[src/bspa_ram.sv]
// ----------------------------------------------------------------------------
// bspa_ram
// Generic single write port, single read port RAM with registered read data.
// ----------------------------------------------------------------------------
module bspa_ram #(
  parameter int WIDTH = 8,
  parameter int DEPTH = 16
) (
  input  logic                     clk,
  input  logic                     we,
  input  logic [$clog2(DEPTH)-1:0] waddr,
  input  logic [WIDTH-1:0]         wdata,
  input  logic                     re,
  input  logic [$clog2(DEPTH)-1:0] raddr,
  output logic [WIDTH-1:0]         rdata
);

  logic [WIDTH-1:0] mem [DEPTH];

  always_ff @(posedge clk) begin
    if (we) begin
      mem[waddr] <= wdata;
    end
    if (re) begin
      rdata <= mem[raddr];
    end
  end

endmodule

[config.mk]
export PLATFORM = sky130hd
export DESIGN_NAME = bspa_ram
export DESIGN_NICKNAME = d
export VERILOG_FILES = /design/src/bspa_ram.sv
export SDC_FILE = /design/constraint.sdc
export NUM_CORES = 1
export LEC_CHECK = 0
export ABC_AREA = 1
export BUFFER_PORTS_ARGS = -buffer_cell sky130_fd_sc_hd__buf_4
export CAP_MARGIN = 10
export CORE_UTILIZATION = 61
export DETAILED_ROUTE_END_ITERATION = 12
export PLACE_DENSITY = 0.83
export SETUP_SLACK_MARGIN = 0.3
export SLEW_MARGIN = 40
export SYNTH_ARGS = -nofsm -noshare
export SYNTH_HDL_FRONTEND = slang
export SYNTH_SLANG_ARGS = --single-unit
[constraint.sdc]
create_clock -name clk -period 1.4 [get_ports clk]
set_input_delay 0.14 -clock clk [delete_from_list [all_inputs] [get_ports clk]]
set_output_delay 0.14 -clock clk [all_outputs]
set_load 0.01 [all_outputs]
======== Word-level counts from Yosys, hierarchy flattened ========
Memory sizes are Yosys's and may differ from the RTL's. A register that Yosys moved wholly into a read port is not among the register bits.
Cells that the tools add are included.
cells by class
  mux-type cells .......................... 2
operators with widths
  kind               number
  two-way mux 1 bit  2
word-level totals
  register bits after elaboration ......... 0
  memory bits (writable) .................. 128
  output and inout bits ................... 8
  word-level logic and storage cells ...... 3
  memories ................................ 1
memory list
  memory  words  width  read ports  clocked after memory_dff  wr ports  line  text
  mem     16     8      1           1                         1         18    logic [WIDTH-1:0] mem [DEPTH];

======== Depth between registers and ports, before layout ========
  word-level depth ........................ 2
  depth in mapped cells ................... 8
  mapped depth without buffers ............ 7

======== Least setup slack after synthesis ========
Ideal clock, no wire load.
  kind .................................... input to register
  start point ............................. input waddr[2]
  end point ............................... memory mem[10][0] (enable)
  library setup time ...................... 370 ps
  data arrival time ....................... 721 ps
  setup slack ............................. 309 ps
  stages .................................. 2
  path buffers ............................ 0
  path through ............................ nand3b_1 > nor2_1
RTL lines
  item         line  text
  from (decl)  11    input logic [$clog2(DEPTH)-1:0] waddr,
  to (decl)    18
Straight into the memory's write port.

======== Worst setup path after layout ========
  start point ............................. register rdata[5], read port of mem
  end point ............................... output rdata[5]
RTL lines
  item         line  text
  from (decl)  15    output logic [WIDTH-1:0] rdata
No word-level cell between the ends.

==> metrics.log <==
INFO  metric pwr-share-comb = 0.072
INFO  metric setup.worst_path.end_class = output pin
INFO  metric clock_skew_after_layout = 0.006492 ns
INFO  metric post-dp-hpwl = 7.590 mm
INFO  metric vias_per_cell = 5.623
INFO  metric crit_path_cell_trace = buf_6
INFO  metric yosys.area_share.adder = 0
INFO  metric clockRootBuffer = sky130_fd_sc_hd__clkbuf_8
INFO  metric first_global_vias = 4043
INFO  metric synth_seq_area_share = 0.6985
INFO  metric clock_sinks = 136
INFO  metric internal_power = 7551 uW
INFO  metric diodes = 0
INFO  metric synth_simple_gate_area_frac = 0.2076
INFO  metric antenna_left = 0
INFO  metric pwr_cell_area = 1351 nW/um2
INFO  metric tritoncts = yes
INFO  metric dieArea = 9981 um2
INFO  metric synth_xor_area_frac = 0
INFO  metric layoutNonFillerInstCount = 745
INFO  metric yosys_warnings = 0
INFO  metric worst_ir_drop_vdd = 0.9395 mV
INFO  metric cp_max_fo = 1
INFO  metric synth-edff-count = 136
INFO  metric row_count = 35
INFO  metric max_cap_viols = 0
INFO  metric first_pass_grt_wire_length = 20.62 mm
INFO  metric yosysUniqueCellTypes = 11
INFO  metric h-tree-depth = 4
INFO  metric core_area = 9284 um2
INFO  metric net-switching-power = 2195 uW
INFO  metric asr_flop_ratio_synth = 0
INFO  metric setup-violations-final = 0
INFO  metric place_congestion = 0.8517
INFO  metric timing.critical_path.max_delay_family = flip-flops
INFO  metric die_width = 99.91 um
INFO  metric clk_transition_reported_paths = 0.06 ns
INFO  metric detailroute.via_count = 4189
INFO  metric post_synth_mux_area_share = 0
INFO  metric seq_power_share = 0.474
INFO  metric post_synth_most_frequent_cells = sky130_fd_sc_hd__nand2_1, sky130_fd_sc_hd__edfxtp_1, sky130_fd_sc_hd__inv_1
INFO  metric synth_compound_gate_area_share = 0
INFO  metric post_drt_wl_per_cell = 19.15 um
INFO  metric final-max-slew-violation-count = 0
INFO  metric dpl_worst_slack = -0.02130 ns
INFO  metric synth-seq-cells = 136
INFO  metric dominantRegCellSynth = sky130_fd_sc_hd__edfxtp_1
INFO  metric first_iter_violations = 396
INFO  metric synth_top_family_by_area = simple AND/OR/NAND/NOR gates
INFO  metric grt_start_max_net_pins = 57
INFO  metric cp.required = 1.26 ns
INFO  metric final_min_period_over_clock_period = 0.9025
INFO  metric cts_post_setup_buffers_inserted = 0
INFO  metric grt.total_usage = 0.2880
INFO  metric floorplan.initialDensity = 0.6298
INFO  metric fraction_of_synthesized_cell_area_taken_by_the_top_area_cell_type = 0.6985
INFO  metric gr-total-overflow = 0
INFO  metric die_y = 99.91 um
INFO  metric run_status = completed
INFO  metric drive_gt1_frac = 0.2321
INFO  metric synthesis.area = 5847 um2
INFO  metric firstDrtPassIters = 5
INFO  metric synth.largest_area_cell = sky130_fd_sc_hd__edfxtp_1
INFO  metric n_fill_cell = 530
INFO  metric setup.worst_path.class = flop to output pin
INFO  metric clk_path_buf_depth = 2
INFO  metric critical_path.max_stage_delay = 0.44 ns
INFO  metric timing.hold.worst.class = input port to flop
INFO  metric period_needed = 1.264 ns
INFO  metric area_growth_syn_to_layout = 23.39%
INFO  metric cts_buffers = 17
INFO  metric antenna_violations_before_repair = 0
INFO  metric report.final.hold_viol_count = 0
INFO  metric clock_insertion_delay_worst_skew = 0.52 ns
INFO  metric post-route-drc-count = 0
INFO  metric timing.slew.headroom = 0.4718
INFO  metric postSynthCellCount = 551
INFO  metric dp.cells = 705
INFO  metric path_buf_inv = 1
INFO  metric worst_ep_arrival_time = 1.12 ns
INFO  metric critical_path.startpoint_type = flop
INFO  metric ys_top_cells_by_area = sky130_fd_sc_hd__edfxtp_1, sky130_fd_sc_hd__nand2_1, sky130_fd_sc_hd__nand3_1, sky130_fd_sc_hd__inv_1, sky130_fd_sc_hd__buf_6
INFO  metric utilization = 0.7771
INFO  metric net_count_synth = 570
INFO  metric buffer_ports.inserted = 26
INFO  metric post-route-worst-setup-slack = 0.1365 ns
INFO  metric power.clock.fraction = 0.454
INFO  metric layout.nets = 623
INFO  metric syn_avg_cell_area = 10.61 um2
INFO  metric rsz0062_at_grt = true
INFO  metric swShare = 0.2252
INFO  metric crit_path_top_delay_cell = sky130_fd_sc_hd__edfxtp_1
INFO  metric leakage_power_of_the_design = 0.003104 uW
INFO  metric tightest_slew = 0.7912 ns
INFO  metric fin_hold_ws = 0.08034 ns
INFO  metric floorplan.io_pins = 27
INFO  metric post-synth-top-count-cell = sky130_fd_sc_hd__nand2_1
INFO  metric drt_wl_total = 14.27 mm
INFO  metric fmax = 0.7914 GHz
## power by group through the flow
stage	clock, uW	combinational [uW]	sequential (uW)
after floorplan	0	322	4700
after global placement	0	548	4690
after detailed placement	0	567	4700
after CTS	4410	634	4620
after global routing	4580	747	4630
final	4420	701	4620
## path summary, 6_finish.rpt
path,cells after the start,start,slack (ns),end
worst max-delay path,1,rdata[5],0.14,rdata[5]
worst min-delay path,3,raddr[3],0.08,rdata[7]
worst max register to register,6,mem[10][3],0.20,rdata[3]
worst min register to register,6,mem[2][6],0.75,rdata[6]
## cells by family after synthesis
logic type             after synthesis
and+or+nand+nor                    289
DFF                                136
buffers and inverters              126
## repair_timing
| action | CTS | global route |
|---|---|---|
| hold endpoints to repair | 136 | 0 |
| resized for setup | 26 | 43 |
| pin swaps | 5 | 31 |
| endpoints found under the setup margin | 13 | 16 |
| hold buffers | 9 | 0 |
## cell type report
type | count | area (um2) | share of cell area
multi-input cells | 289 | 1486 | 0.2060
clock buffers | 18 | 417.9 | 0.05793
clock inverters | 13 | 172.7 | 0.02393
well taps | 129 | 161.4 | 0.02237
inverters | 102 | 382.9 | 0.05307
flip-flops and latches | 136 | 4084 | 0.5661
repair buffers | 58 | 509.2 | 0.07059
## sequential cells by signal, indices dropped and copies added, names as in the netlist
register,cells
mem,128
rdata,8
## through the flow
| stage | power, uW | instance area [um2] | TNS, ns |
|---|---|---|---|
| global placement | 5243 | 6235 | 0 |
| global route | 9953 | 7214 | 0 |
| CTS | 9657 | 7037 | 0 |
| finish | 9746 | 7214 | 0 |
| floorplan | 5024 | 5847 | 0 |
| detailed placement | 5265 | 6235 | -0.02130 |
## routing by layer
metal / share of wire / up-vias / track usage
li1: - / 1886 / -
met1: 0.38 / 1994 / 0.3642
met2: 0.51 / 287 / 0.4849
met3: 0.097 / 22 / 0.07103
met4: 0.014 / 0 / 0.1086
met5: 0 / - / 0
## worst register-to-register path: stages (launching register included)
cell	delay (ns)
sky130_fd_sc_hd__edfxtp_1	0.39
sky130_fd_sc_hd__nand2_1	0.11
sky130_fd_sc_hd__nand2_1	0.09
sky130_fd_sc_hd__nand2_2	0.09
sky130_fd_sc_hd__nand3_2	0.11
sky130_fd_sc_hd__nand3_2	0.10
sky130_fd_sc_hd__nand2_1	0.07
## layout by cell type (no fill, tap or decap), drive strengths merged
| cell | n |
|---|---|
| nor2 | 17 |
| nand3 | 97 |
| bufinv | 3 |
| buf | 49 |
| inv | 104 |
| dlygate4sd3 | 9 |
| edfxtp | 136 |
| nand3b | 2 |
| clkbuf | 18 |
| nand2 | 173 |
| clkinv | 4 |
| clkinvlp | 4 |
No activity file was read; power rests on OpenSTA's default activity.
